File: config.mk
export PLATFORM = sky130hd
export DESIGN_NAME = line_pixel_generator
export DESIGN_NICKNAME = d
export VERILOG_FILES = /design/src/rtl/lpg_pkg.sv /design/src/rtl/lpg_queue.sv /design/src/rtl/lpg_front.sv /design/src/rtl/lpg_step.sv /design/src/rtl/lpg_pixel.sv /design/src/rtl/line_pixel_generator.sv
export SDC_FILE = /design/constraint.sdc
export NUM_CORES = 1
export LEC_CHECK = 0
export BUFFER_PORTS_ARGS = -buffer_cell sky130_fd_sc_hd__clkbuf_2
export CORE_MARGIN = 2
export CORE_UTILIZATION = 47
export CTS_CLUSTER_DIAMETER = 30
export DETAILED_ROUTE_END_ITERATION = 12
export SYNTH_ARGS = -nofsm -noshare
export SYNTH_HDL_FRONTEND = slang
export SYNTH_SLANG_ARGS = --single-unit
File: constraint.sdc
create_clock -name i_clk -period 11.7 [get_ports i_clk]
set_input_delay 1.17 -clock i_clk [delete_from_list [all_inputs] [get_ports i_clk]]
set_output_delay 1.17 -clock i_clk [all_outputs]
set_load 0.03 [all_outputs]
File: src/rtl/lpg_pkg.sv
`timescale 1ns / 1ps
// ============================================================================
// lpg_pkg
// Shared constants, codes and helper functions of the line pixel generator.
// ============================================================================
package lpg_pkg;

    // Frame dimension registers.
    localparam int DIM_BITS       = 13;
    localparam int MAX_DIM        = 4096;
    localparam int CFG_INDEX_BITS = 1;
    localparam logic [DIM_BITS-1:0] FRAME_WIDTH_RESET  = 13'd640;
    localparam logic [DIM_BITS-1:0] FRAME_HEIGHT_RESET = 13'd480;

    // Result fields with fixed widths.
    localparam int INDEX_BITS = 24;
    localparam int COLOR_BITS = 24;
    localparam int WORD_BITS  = 32;
    localparam logic [7:0] ALPHA_BYTE = 8'hFF;

    // Defaults of the top level parameters.
    localparam int COORD_BITS_DEFAULT  = 14;
    localparam int QUEUE_DEPTH_DEFAULT = 2;

    typedef enum logic [CFG_INDEX_BITS-1:0] {
        REG_FRAME_WIDTH  = 1'b0,
        REG_FRAME_HEIGHT = 1'b1
    } t_cfg_reg;

    typedef enum logic {
        FUNC_START   = 1'b0,
        FUNC_ADVANCE = 1'b1
    } t_func;

    typedef enum logic [1:0] {
        OCT_X_RISE = 2'd0,
        OCT_Y_RISE = 2'd1,
        OCT_X_FALL = 2'd2,
        OCT_Y_FALL = 2'd3
    } t_octant;

    // Width of the signed error term and its increments.
    function automatic int err_bits(input int cb);
        return cb + 4;
    endfunction

    // Width of one command word between the front end and the stepper:
    // start flag, octant, start point, error, step count, two increments, color.
    function automatic int cmd_bits(input int cb);
        return 1 + 2 + 2 * cb + 3 * err_bits(cb) + (cb + 1) + COLOR_BITS;
    endfunction

endpackage

File: src/rtl/lpg_queue.sv
`timescale 1ns / 1ps
// ============================================================================
// lpg_queue
// Small register FIFO that decouples the front end from the stepper.
// ============================================================================
module lpg_queue #(
    parameter int WIDTH = 8,
    parameter int DEPTH = 2
) (
    input  logic             i_clk,
    input  logic             i_rst_n,
    input  logic             i_valid,
    output logic             o_ready,
    input  logic [WIDTH-1:0] i_data,
    output logic             o_valid,
    input  logic             i_ready,
    output logic [WIDTH-1:0] o_data
);
    localparam int PW = (DEPTH > 1) ? $clog2(DEPTH) : 1;
    localparam int CW = $clog2(DEPTH + 1);

    logic [WIDTH-1:0] r_mem [DEPTH];
    logic [PW-1:0]    r_wr_ptr;
    logic [PW-1:0]    r_rd_ptr;
    logic [CW-1:0]    r_count;
    logic             w_push;
    logic             w_pop;

    assign o_ready = (r_count != CW'(DEPTH));
    assign o_valid = (r_count != '0);
    assign o_data  = r_mem[r_rd_ptr];
    assign w_push  = i_valid && o_ready;
    assign w_pop   = o_valid && i_ready;

    always_ff @(posedge i_clk) begin
        if (!i_rst_n) begin
            r_wr_ptr <= '0;
            r_rd_ptr <= '0;
            r_count  <= '0;
        end else begin
            if (w_push) begin
                r_wr_ptr <= (r_wr_ptr == PW'(DEPTH - 1)) ? '0 : r_wr_ptr + 1'b1;
            end
            if (w_pop) begin
                r_rd_ptr <= (r_rd_ptr == PW'(DEPTH - 1)) ? '0 : r_rd_ptr + 1'b1;
            end
            if (w_push && !w_pop) begin
                r_count <= r_count + 1'b1;
            end else if (w_pop && !w_push) begin
                r_count <= r_count - 1'b1;
            end
        end
    end

    always_ff @(posedge i_clk) begin
        if (w_push) begin
            r_mem[r_wr_ptr] <= i_data;
        end
    end

endmodule

File: src/rtl/lpg_front.sv
`timescale 1ns / 1ps
// ============================================================================
// lpg_front
// Accepts requests and prepares start commands: orders the endpoints,
// picks the octant case and the error increments of the line.
// ============================================================================
module lpg_front #(
    parameter int COORD_BITS = lpg_pkg::COORD_BITS_DEFAULT
) (
    input  logic                                          i_clk,
    input  logic                                          i_rst_n,
    input  logic                                          i_valid,
    output logic                                          o_ready,
    input  logic                                          i_func,
    input  logic signed [COORD_BITS-1:0]                  i_x_start,
    input  logic signed [COORD_BITS-1:0]                  i_y_start,
    input  logic signed [COORD_BITS-1:0]                  i_x_end,
    input  logic signed [COORD_BITS-1:0]                  i_y_end,
    input  logic [lpg_pkg::COLOR_BITS-1:0]                i_color,
    output logic                                          o_cmd_valid,
    input  logic                                          i_cmd_ready,
    output logic [lpg_pkg::cmd_bits(COORD_BITS)-1:0]      o_cmd
);
    import lpg_pkg::*;

    localparam int CB = COORD_BITS;
    localparam int EW = err_bits(COORD_BITS);

    logic                   r_valid;
    t_func                  r_func;
    logic signed [CB-1:0]   r_xs;
    logic signed [CB-1:0]   r_ys;
    logic signed [CB-1:0]   r_xe;
    logic signed [CB-1:0]   r_ye;
    logic [COLOR_BITS-1:0]  r_color;

    logic signed [EW-1:0]   w_sx, w_sy, w_ex, w_ey;
    logic signed [EW-1:0]   w_dx, w_dy;
    logic                   w_dx_neg, w_dy_neg, w_dx_zero, w_dy_zero, w_same;
    logic signed [EW-1:0]   w_adx, w_ody, w_tdx, w_tdy;
    logic signed [EW-1:0]   w_ox, w_oy;
    logic signed [EW-1:0]   w_err, w_steps, w_inc_a, w_inc_b;
    t_octant                w_oct;
    logic                   w_is_start;

    assign o_ready     = !r_valid || i_cmd_ready;
    assign o_cmd_valid = r_valid;

    always_ff @(posedge i_clk) begin
        if (!i_rst_n) begin
            r_valid <= 1'b0;
        end else if (o_ready) begin
            r_valid <= i_valid;
        end
    end

    always_ff @(posedge i_clk) begin
        if (i_valid && o_ready) begin
            r_func  <= t_func'(i_func);
            r_xs    <= i_x_start;
            r_ys    <= i_y_start;
            r_xe    <= i_x_end;
            r_ye    <= i_y_end;
            r_color <= i_color;
        end
    end

    assign w_sx = EW'(r_xs);
    assign w_sy = EW'(r_ys);
    assign w_ex = EW'(r_xe);
    assign w_ey = EW'(r_ye);
    assign w_dx = w_ex - w_sx;
    assign w_dy = w_ey - w_sy;

    assign w_dx_neg  = w_dx[EW-1];
    assign w_dy_neg  = w_dy[EW-1];
    assign w_dx_zero = (w_dx == '0);
    assign w_dy_zero = (w_dy == '0);
    // Both deltas share a sign (zero counts as either): rising cases.
    assign w_same = (!w_dx_neg && !w_dy_neg) ||
                    ((w_dx_neg || w_dx_zero) && (w_dy_neg || w_dy_zero));

    // Ordering: x always runs upward; in the rising cases y is flipped on its
    // own, in the falling cases the endpoints swap as a pair.
    assign w_adx = w_dx_neg ? -w_dx : w_dx;
    assign w_ody = (w_same ? w_dy_neg : w_dx_neg) ? -w_dy : w_dy;
    assign w_ox  = w_dx_neg ? w_ex : w_sx;
    assign w_oy  = (w_same ? w_dy_neg : w_dx_neg) ? w_ey : w_sy;
    assign w_tdx = w_adx <<< 1;
    assign w_tdy = w_ody <<< 1;

    always_comb begin
        if (w_same) begin
            if (w_adx >= w_ody) begin
                w_oct   = OCT_X_RISE;
                w_err   = w_tdy - w_adx;
                w_steps = w_adx;
                w_inc_a = w_tdy;
            end else begin
                w_oct   = OCT_Y_RISE;
                w_err   = w_ody - w_tdx;
                w_steps = w_ody;
                w_inc_a = -w_tdx;
            end
            w_inc_b = w_tdy - w_tdx;
        end else begin
            if (w_adx >= -w_ody) begin
                w_oct   = OCT_X_FALL;
                w_err   = w_tdy + w_adx;
                w_steps = w_adx;
                w_inc_a = w_tdy;
            end else begin
                w_oct   = OCT_Y_FALL;
                w_err   = w_tdx + w_ody;
                w_steps = -w_ody;
                w_inc_a = w_tdx;
            end
            w_inc_b = w_tdy + w_tdx;
        end
    end

    assign w_is_start = (r_func == FUNC_START);

    assign o_cmd = {w_is_start, w_oct, w_ox[CB-1:0], w_oy[CB-1:0], w_err,
                    w_steps[CB:0], w_inc_a, w_inc_b, r_color};

endmodule

File: src/rtl/lpg_step.sv
`timescale 1ns / 1ps
// ============================================================================
// lpg_step
// Bresenham stepper: loads start commands, emits a pixel per advance if busy.
// ============================================================================
module lpg_step #(
    parameter int COORD_BITS = lpg_pkg::COORD_BITS_DEFAULT
) (
    input  logic                                          i_clk,
    input  logic                                          i_rst_n,
    input  logic                                          i_cmd_valid,
    output logic                                          o_cmd_ready,
    input  logic [lpg_pkg::cmd_bits(COORD_BITS)-1:0]      i_cmd,
    output logic                                          o_pix_valid,
    input  logic                                          i_pix_ready,
    output logic signed [COORD_BITS-1:0]                  o_pix_x,
    output logic signed [COORD_BITS-1:0]                  o_pix_y,
    output logic                                          o_pix_last,
    output logic [lpg_pkg::COLOR_BITS-1:0]                o_pix_color
);
    import lpg_pkg::*;

    localparam int CB = COORD_BITS;
    localparam int EW = err_bits(COORD_BITS);

    logic                   c_is_start;
    logic [1:0]             c_oct;
    logic signed [CB-1:0]   c_x, c_y;
    logic signed [EW-1:0]   c_err, c_inc_a, c_inc_b;
    logic [CB:0]            c_steps;
    logic [COLOR_BITS-1:0]  c_color;

    logic                   r_busy;
    t_octant                r_oct;
    logic signed [CB-1:0]   r_x, r_y;
    logic signed [EW-1:0]   r_err, r_inc_a, r_inc_b;
    logic [CB:0]            r_steps;
    logic [COLOR_BITS-1:0]  r_color;

    logic                   r_pv;
    logic signed [CB-1:0]   r_px, r_py;
    logic                   r_plast;
    logic [COLOR_BITS-1:0]  r_pcolor;

    logic                   w_pix_free, w_pop, w_load, w_emit, w_last, w_take_b;
    logic signed [CB-1:0]   n_x, n_y;
    logic signed [EW-1:0]   n_err;

    assign {c_is_start, c_oct, c_x, c_y, c_err, c_steps, c_inc_a, c_inc_b, c_color} = i_cmd;

    // An advance needs room in the pixel register only while a line runs.
    assign w_pix_free  = !r_pv || i_pix_ready;
    assign o_cmd_ready = c_is_start || !r_busy || w_pix_free;
    assign w_pop       = i_cmd_valid && o_cmd_ready;
    assign w_load      = w_pop && c_is_start;
    assign w_emit      = w_pop && !c_is_start && r_busy;
    assign w_last      = (r_steps == '0);

    always_comb begin
        n_x = r_x;
        n_y = r_y;
        case (r_oct)
            OCT_X_RISE: begin
                w_take_b = !r_err[EW-1];
                n_x      = r_x + 1'b1;
                n_y      = r_y + CB'(w_take_b);
            end
            OCT_Y_RISE: begin
                w_take_b = r_err[EW-1] || (r_err == '0);
                n_x      = r_x + CB'(w_take_b);
                n_y      = r_y + 1'b1;
            end
            OCT_X_FALL: begin
                // A tie keeps y in this case.
                w_take_b = r_err[EW-1];
                n_x      = r_x + 1'b1;
                n_y      = r_y - CB'(w_take_b);
            end
            OCT_Y_FALL: begin
                w_take_b = !r_err[EW-1];
                n_x      = r_x + CB'(w_take_b);
                n_y      = r_y - 1'b1;
            end
            default: begin
                w_take_b = 1'b0;
            end
        endcase
        n_err = r_err + (w_take_b ? r_inc_b : r_inc_a);
    end

    assign o_pix_valid = r_pv;
    assign o_pix_x     = r_px;
    assign o_pix_y     = r_py;
    assign o_pix_last  = r_plast;
    assign o_pix_color = r_pcolor;

    always_ff @(posedge i_clk) begin
        if (!i_rst_n) begin
            r_busy <= 1'b0;
            r_pv   <= 1'b0;
        end else begin
            if (w_load) begin
                r_busy <= 1'b1;
            end else if (w_emit && w_last) begin
                r_busy <= 1'b0;
            end
            if (w_emit) begin
                r_pv <= 1'b1;
            end else if (i_pix_ready) begin
                r_pv <= 1'b0;
            end
        end
    end

    always_ff @(posedge i_clk) begin
        if (w_load) begin
            r_oct   <= t_octant'(c_oct);
            r_x     <= c_x;
            r_y     <= c_y;
            r_err   <= c_err;
            r_steps <= c_steps;
            r_inc_a <= c_inc_a;
            r_inc_b <= c_inc_b;
            r_color <= c_color;
        end else if (w_emit && !w_last) begin
            r_x     <= n_x;
            r_y     <= n_y;
            r_err   <= n_err;
            r_steps <= r_steps - 1'b1;
        end
        if (w_emit) begin
            r_px     <= r_x;
            r_py     <= r_y;
            r_plast  <= w_last;
            r_pcolor <= r_color;
        end
    end

endmodule

File: src/rtl/lpg_pixel.sv
`timescale 1ns / 1ps
// ============================================================================
// lpg_pixel
// Clips each pixel to the frame, forms its flipped frame index and holds
// the finished result in the output register.
// ============================================================================
module lpg_pixel #(
    parameter int COORD_BITS = lpg_pkg::COORD_BITS_DEFAULT
) (
    input  logic                                   i_clk,
    input  logic                                   i_rst_n,
    input  logic [lpg_pkg::DIM_BITS-1:0]           i_frame_width,
    input  logic [lpg_pkg::DIM_BITS-1:0]           i_frame_height,
    input  logic                                   i_pix_valid,
    output logic                                   o_pix_ready,
    input  logic signed [COORD_BITS-1:0]           i_pix_x,
    input  logic signed [COORD_BITS-1:0]           i_pix_y,
    input  logic                                   i_pix_last,
    input  logic [lpg_pkg::COLOR_BITS-1:0]         i_pix_color,
    output logic                                   o_valid,
    input  logic                                   i_ready,
    output logic signed [COORD_BITS-1:0]           o_pixel_x,
    output logic signed [COORD_BITS-1:0]           o_pixel_y,
    output logic                                   o_visible,
    output logic [lpg_pkg::INDEX_BITS-1:0]         o_pixel_index,
    output logic [lpg_pkg::WORD_BITS-1:0]          o_pixel_word,
    output logic                                   o_last
);
    import lpg_pkg::*;

    localparam int CB = COORD_BITS;
    localparam int VW = ((CB > DIM_BITS) ? CB : DIM_BITS) + 2;
    localparam int PW = 2 * DIM_BITS;

    logic signed [VW-1:0]   w_xe, w_ye, w_we, w_he, w_row;
    logic                   w_vis, w_en_out, w_en_s1;
    logic [PW-1:0]          w_prod, w_sum;

    logic                   r_s1_valid;
    logic                   r_s1_vis;
    logic [DIM_BITS-1:0]    r_s1_row, r_s1_col;
    logic signed [CB-1:0]   r_s1_x, r_s1_y;
    logic                   r_s1_last;
    logic [COLOR_BITS-1:0]  r_s1_color;

    logic                   r_o_valid;
    logic signed [CB-1:0]   r_o_x, r_o_y;
    logic                   r_o_vis;
    logic [INDEX_BITS-1:0]  r_o_index;
    logic [COLOR_BITS-1:0]  r_o_color;
    logic                   r_o_last;

    assign w_en_out    = !r_o_valid || i_ready;
    assign w_en_s1     = !r_s1_valid || w_en_out;
    assign o_pix_ready = w_en_s1;

    assign w_xe  = VW'(i_pix_x);
    assign w_ye  = VW'(i_pix_y);
    assign w_we  = $signed({{(VW - DIM_BITS){1'b0}}, i_frame_width});
    assign w_he  = $signed({{(VW - DIM_BITS){1'b0}}, i_frame_height});
    assign w_vis = !w_xe[VW-1] && !w_ye[VW-1] && (w_xe < w_we) && (w_ye < w_he);
    assign w_row = w_he - VW'(1) - w_ye;

    assign w_prod = PW'(r_s1_row) * PW'(i_frame_width);
    assign w_sum  = w_prod + PW'(r_s1_col);

    always_ff @(posedge i_clk) begin
        if (!i_rst_n) begin
            r_s1_valid <= 1'b0;
            r_o_valid  <= 1'b0;
        end else begin
            if (w_en_s1) begin
                r_s1_valid <= i_pix_valid;
            end
            if (w_en_out) begin
                r_o_valid <= r_s1_valid;
            end
        end
    end

    always_ff @(posedge i_clk) begin
        if (w_en_s1 && i_pix_valid) begin
            r_s1_vis   <= w_vis;
            r_s1_row   <= w_row[DIM_BITS-1:0];
            r_s1_col   <= w_xe[DIM_BITS-1:0];
            r_s1_x     <= i_pix_x;
            r_s1_y     <= i_pix_y;
            r_s1_last  <= i_pix_last;
            r_s1_color <= i_pix_color;
        end
        if (w_en_out && r_s1_valid) begin
            r_o_x     <= r_s1_x;
            r_o_y     <= r_s1_y;
            r_o_vis   <= r_s1_vis;
            r_o_index <= r_s1_vis ? w_sum[INDEX_BITS-1:0] : '0;
            r_o_color <= r_s1_color;
            r_o_last  <= r_s1_last;
        end
    end

    assign o_valid       = r_o_valid;
    assign o_pixel_x     = r_o_x;
    assign o_pixel_y     = r_o_y;
    assign o_visible     = r_o_vis;
    assign o_pixel_index = r_o_index;
    assign o_pixel_word  = {ALPHA_BYTE, r_o_color};
    assign o_last        = r_o_last;

endmodule

File: src/rtl/line_pixel_generator.sv
`timescale 1ns / 1ps
// ============================================================================
// line_pixel_generator
// Bresenham line generator with frame clipping and flipped frame indexing.
// ============================================================================
// Usage:
// Requests enter on the i_valid / o_ready channel. A start request
// (i_func = 0) carries both endpoints and the line color and yields no
// result; it replaces any line that is still running. Each advance request
// (i_func = 1) yields exactly one pixel while a line is running and nothing
// otherwise. A line gives max(|dx|,|dy|)+1 pixels, the final one with
// o_last set. Pixels outside the frame still come out, with o_visible low
// and a zero index.
// Results leave on the o_valid / i_ready channel through the front register,
// command queue, stepper pixel register, clip stage and output register. The
// block takes one request per cycle while nothing stalls; the rate is set by
// the stepper, which does one error add and one coordinate step per cycle.
// When the receiver stalls, the output register, clip stage, stepper, command
// queue and front register fill in turn before o_ready drops. Reset empties
// every stage and the queue, ends any running line and sets the frame to 640
// by 480. Frame registers are written over i_cfg_we; the user must write them
// only while the block is idle, which the block does not enforce. A zero is
// taken as one and values above the maximum dimension are clamped.
// ============================================================================
module line_pixel_generator #(
    parameter int COORD_BITS  = lpg_pkg::COORD_BITS_DEFAULT,
    parameter int QUEUE_DEPTH = lpg_pkg::QUEUE_DEPTH_DEFAULT
) (
    input  logic                                   i_clk,
    input  logic                                   i_rst_n,
    // Configuration write port.
    input  logic                                   i_cfg_we,
    input  logic [lpg_pkg::CFG_INDEX_BITS-1:0]     i_cfg_index,
    input  logic [lpg_pkg::DIM_BITS-1:0]           i_cfg_data,
    // Request channel.
    input  logic                                   i_valid,
    output logic                                   o_ready,
    input  logic                                   i_func,
    input  logic signed [COORD_BITS-1:0]           i_x_start,
    input  logic signed [COORD_BITS-1:0]           i_y_start,
    input  logic signed [COORD_BITS-1:0]           i_x_end,
    input  logic signed [COORD_BITS-1:0]           i_y_end,
    input  logic [7:0]                             i_red,
    input  logic [7:0]                             i_green,
    input  logic [7:0]                             i_blue,
    // Result channel.
    output logic                                   o_valid,
    input  logic                                   i_ready,
    output logic signed [COORD_BITS-1:0]           o_pixel_x,
    output logic signed [COORD_BITS-1:0]           o_pixel_y,
    output logic                                   o_visible,
    output logic [lpg_pkg::INDEX_BITS-1:0]         o_pixel_index,
    output logic [lpg_pkg::WORD_BITS-1:0]          o_pixel_word,
    output logic                                   o_last
);
    import lpg_pkg::*;

    localparam int CMD_W = cmd_bits(COORD_BITS);

    // Frame size registers.
    logic [DIM_BITS-1:0]    r_frame_width;
    logic [DIM_BITS-1:0]    r_frame_height;
    logic [DIM_BITS-1:0]    w_cfg_clamped;

    // Front end to queue.
    logic                   w_f_valid, w_f_ready;
    logic [CMD_W-1:0]       w_f_cmd;
    // Queue to stepper.
    logic                   w_q_valid, w_q_ready;
    logic [CMD_W-1:0]       w_q_cmd;
    // Stepper to clip and index stage.
    logic                        w_p_valid, w_p_ready;
    logic signed [COORD_BITS-1:0] w_p_x, w_p_y;
    logic                        w_p_last;
    logic [COLOR_BITS-1:0]       w_p_color;

    // A zero dimension is taken as one, anything over the limit as the limit.
    always_comb begin
        if (i_cfg_data == '0) begin
            w_cfg_clamped = DIM_BITS'(1);
        end else if (int'(i_cfg_data) > MAX_DIM) begin
            w_cfg_clamped = DIM_BITS'(MAX_DIM);
        end else begin
            w_cfg_clamped = i_cfg_data;
        end
    end

    always_ff @(posedge i_clk) begin
        if (!i_rst_n) begin
            r_frame_width  <= FRAME_WIDTH_RESET;
            r_frame_height <= FRAME_HEIGHT_RESET;
        end else if (i_cfg_we) begin
            case (t_cfg_reg'(i_cfg_index))
                REG_FRAME_WIDTH:  r_frame_width  <= w_cfg_clamped;
                REG_FRAME_HEIGHT: r_frame_height <= w_cfg_clamped;
                default: begin
                end
            endcase
        end
    end

    // Front end: takes requests and prepares start commands.
    lpg_front #(
        .COORD_BITS (COORD_BITS)
    ) u_front (
        .i_clk       (i_clk),
        .i_rst_n     (i_rst_n),
        .i_valid     (i_valid),
        .o_ready     (o_ready),
        .i_func      (i_func),
        .i_x_start   (i_x_start),
        .i_y_start   (i_y_start),
        .i_x_end     (i_x_end),
        .i_y_end     (i_y_end),
        .i_color     ({i_red, i_green, i_blue}),
        .o_cmd_valid (w_f_valid),
        .i_cmd_ready (w_f_ready),
        .o_cmd       (w_f_cmd)
    );

    // Command queue between the front end and the stepper.
    lpg_queue #(
        .WIDTH (CMD_W),
        .DEPTH (QUEUE_DEPTH)
    ) u_queue (
        .i_clk   (i_clk),
        .i_rst_n (i_rst_n),
        .i_valid (w_f_valid),
        .o_ready (w_f_ready),
        .i_data  (w_f_cmd),
        .o_valid (w_q_valid),
        .i_ready (w_q_ready),
        .o_data  (w_q_cmd)
    );

    // Stepper: holds the line state and walks it one pixel per advance.
    lpg_step #(
        .COORD_BITS (COORD_BITS)
    ) u_step (
        .i_clk       (i_clk),
        .i_rst_n     (i_rst_n),
        .i_cmd_valid (w_q_valid),
        .o_cmd_ready (w_q_ready),
        .i_cmd       (w_q_cmd),
        .o_pix_valid (w_p_valid),
        .i_pix_ready (w_p_ready),
        .o_pix_x     (w_p_x),
        .o_pix_y     (w_p_y),
        .o_pix_last  (w_p_last),
        .o_pix_color (w_p_color)
    );

    // Clipping, frame index and output register.
    lpg_pixel #(
        .COORD_BITS (COORD_BITS)
    ) u_pixel (
        .i_clk          (i_clk),
        .i_rst_n        (i_rst_n),
        .i_frame_width  (r_frame_width),
        .i_frame_height (r_frame_height),
        .i_pix_valid    (w_p_valid),
        .o_pix_ready    (w_p_ready),
        .i_pix_x        (w_p_x),
        .i_pix_y        (w_p_y),
        .i_pix_last     (w_p_last),
        .i_pix_color    (w_p_color),
        .o_valid        (o_valid),
        .i_ready        (i_ready),
        .o_pixel_x      (o_pixel_x),
        .o_pixel_y      (o_pixel_y),
        .o_visible      (o_visible),
        .o_pixel_index  (o_pixel_index),
        .o_pixel_word   (o_pixel_word),
        .o_last         (o_last)
    );

endmodule

==> results by group <==
Detailed routing
  • Routed len/inst: about 19 µm
  • Via count: between 20000 and 30000
  • Residual DRC: 0
  • Initial detailed-routing violation count: 1509
  • Vias/cell: between 5 and 6
  • Drt first pass iters: 5
  • Post-DRT Antenna Nets: 0
  • Final wirelength: 95140 µm

Global route
  • Largest net degree at the start of global routing: 74
  • Vias in the first global route: 26730
  • First-pass GRT wire length: 149100 µm
  • Antenna violations before repair: 1
  • GR Util All Layers: 0.2170
  • Overflow left after global routing: 0

Worst setup path
  • FF-to-FF path depth: 35
  • Critical Path AT: 9.97 ns
  • Crit end category: flip-flop
  • Worst path max stage delay: about 0.68 ns
  • CP Data Required Time: 12.12 ns
  • Crit path max fanout: 40
  • Crit Path Class: flip-flop to flip-flop
  • FF-to-FF End: u_queue.r_mem[1][57]
  • Worst reg2reg startpoint: u_front.r_ye[0]
  • Reg2Reg Setup Slack: about 2.2 ns
  • Slowest stage cell, crit path: a21oi_4
  • Startpoint class of the critical path: flip-flop

Placement
  • Dpl cells: around 4700
  • Post-DP HPWL: 69510 µm
  • Gpl congestion: ~0.89
  • I/O Buffers: about 180

Synthesis
  • Most common cell in the netlist: edfxtp_1
  • Cell accounting for the most synthesized area: edfxtp_1
  • Synth top area share: 0.4775
  • Ys async rst share: 0
  • Synth top area cells: edfxtp_1 (48%), ha_1 (9.3%), fa_1 (6.9%)
  • Synth unique cells: 90
  • Commonest cells post-synth: edfxtp_1 (642), inv_1 (344), ha_1 (300)
  • Mapped cell area: around 0.040 mm²
  • Flip-flop and latch count after synthesis: approximately 680
  • Synth Flop Type: edfxtp_1
  • Post-synth EDFFs: between 600 and 700
  • Post-Synthesis Cells: ~3500
  • Post-Syn Area per Cell: 11.59 µm²
  • Seq/Total Area, Yosys: 0.4954
  • Synthesis Warnings: 0

Clocking
  • CTS Root Cell: clkbuf_16
  • CTS Buf Count: 140
  • Cts repair resizes: 0
  • Post-CTS setup buffer count: 0
  • Worst-path clk slew: 0.04 ns
  • # hold bufs at CTS: 0
  • Skew-Pair Late Insertion Delay: 0.73 ns
  • Clock sink count: around 680
  • Bufs on Longest Clock Path: 3
  • TritonCTS clock tree: done
  • CTS HTree Levels: 4

Timing
  • Max Transition Viols Final: 0
  • Final hold vios: 0
  • Setup TNS: 0 ns
  • Least-Margin Pin Slew: about 1.2 ns
  • Clock skew: 0.02507 ns
  • Worst slew margin: 0.1894
  • Tmin final: about 9.5 ns
  • RSZ-0062 raised after global routing: no
  • # setup viols final: 0
  • Final clock period utilization by the worst path: 0.8161
  • Fmax: ~100 MHz

Floorplanning
  • I/O pin total: 188
  • Core area: ~0.085 mm²
  • Die Area: ~0.088 mm²
  • Die height: roughly 300 µm
  • Die X: a little under 300 µm
  • Num rows: roughly 110
  • Initial Util: 0.4741

Flow run
  • Max_cap viols: 0

Power
  • Maximum vdd drop: ~0.18 mV
  • Leakage: ~19 nW
  • Pwr Density: about 270 mW/mm²

Layout
  • Non-filler instance count after layout: between 4000 and 5000
  • Ratio of cells with drive above 1 in the final layout: 0.1489
  • Syn-to-layout area delta: 17.34%
  • Final Net Count: around 4300
  • Diodes inserted: 0

Hold path
  • Worst min path class: flip-flop to flip-flop
  • Min-delay src: u_step.o_pix_last
  • Hold Path Depth: 0
  • Hold Path End: u_pixel.r_s1_last

Outcome
  • Status: finished, final reports clean
[worst max-delay path by stage]
stage	startpoint	endpoint	slack, ns
after global placement	u_front.r_ye[0]	u_queue.r_mem[0][57]	2.37
final	u_front.r_ye[0]	u_queue.r_mem[1][57]	2.15
after CTS	u_front.r_ye[0]	u_queue.r_mem[1][57]	2.19
after global routing	u_front.r_ye[0]	u_queue.r_mem[0][61]	1.32
after floorplan	u_front.r_ye[0]	u_queue.r_mem[0][68]	3.88
after detailed placement	u_front.r_ye[0]	u_queue.r_mem[0][61]	2.23
[final cells by class]
cell class                      count  area [µm²]
Fill cell                        7334       37770
Sequential cell                   678       20000
Multi-Input combinational cell   2350       18620
Clock buffer                      153        3595
Tap cell                         1144        1431
Inverter                          346        1301
Clock inverter                    104        1237
Timing Repair Buffer              217        1181
[routing by layer]
layer  up-vias  track usage  share of wire
met1     12740       0.2878           0.45
met3       150      0.04024          0.044
li1      12890            -              -
met2       582       0.3594           0.48
met4         0      0.07227          0.026
met5         -            0              0
[cells in the final DEF (no fill, tap or decap), types with 34 or more instances in the layout]
master,netlist,routed
a21boi_0,36,35
a21o_1,52,52
a21oi_1,179,179
and2_1,84,83
buf_4,11,38
clkbuf_16,0,142
clkbuf_2,0,179
dfxtp_1,36,35
edfxtp_1,642,642
fa_1,139,139
ha_1,300,300
inv_1,344,342
mux2_2,80,80
mux2i_1,61,61
nand2_1,298,297
nand2b_1,40,40
nand3_1,51,51
nor2_1,170,169
nor2b_1,39,38
nor3_1,52,52
o21ai_0,165,164
o21bai_1,34,34
xnor2_1,163,163
xor2_1,47,47
[report_power, final]
| group | switching [W] | leakage [nW] | internal (W) |
|---|---|---|---|
| sequential | 0.000203 | 6.21 | 0.00346 |
| clock | 0.00134 | 2.31 | 0.00262 |
| combinational | 0.00318 | 10.4 | 0.00204 |
| total | 0.00473 | 19.0 | 0.00812 |
[state kept, by name, indices dropped and copies added, names as in the netlist, 15 cells and up, named ones only]
register               flops
u_front.r_color           24
u_pixel.o_pixel_index     24
u_pixel.r_o_color         24
u_pixel.r_s1_color        24
u_queue.r_mem            242
u_step.o_pix_color        24
u_step.r_color            24
u_step.r_err              18
u_step.r_inc_a            17
u_step.r_inc_b            17
u_step.r_steps            15
[metrics by stage]
stage                     setup WS (ns)  total power (W)  hold WS, ns  utilization  area, µm²
after global placement            2.371         0.008833       0.4026       0.4996      42540
final                             2.151          0.01285       0.4105       0.5564      47370
after floorplan                   3.879         0.007518       0.4003            -      40450
after detailed placement          2.228         0.008883       0.4045       0.4996      42540
after global routing              1.321          0.01369       0.4165       0.5564      47370
after CTS                         2.192          0.01292       0.4121       0.5564      47370
[cell families (layout without fill, tap and decap cells)]
| family | after synthesis | in the layout | share of synthesized area |
|---|---|---|---|
| compound gates | 691 | 691 | 0.1119 |
| xor+xnor | 211 | 211 | 0.04596 |
| fa+ha+maj | 441 | 441 | 0.1624 |
| buf+inv | 475 | 820 | 0.04633 |
| flops | 678 | 678 | 0.4954 |
| mux | 141 | 141 | 0.03744 |
| other cells | 2 | 22 | 0.0001860 |
| simple gates | 844 | 844 | 0.1004 |
[critical path: cells and delay by family (launching register included)]
family / cells / cell delay, ns
AO/OA/AOI/OAI: 15 / 3.49
buffers and inverters: 3 / 0.43
AND/OR/NAND/NOR: 10 / 2.81
flip-flops: 1 / 0.37
XOR/XNOR: 3 / 0.85
adder cells (fa/ha/maj): 4 / 1.24
(Power assumes the default switching activity.)
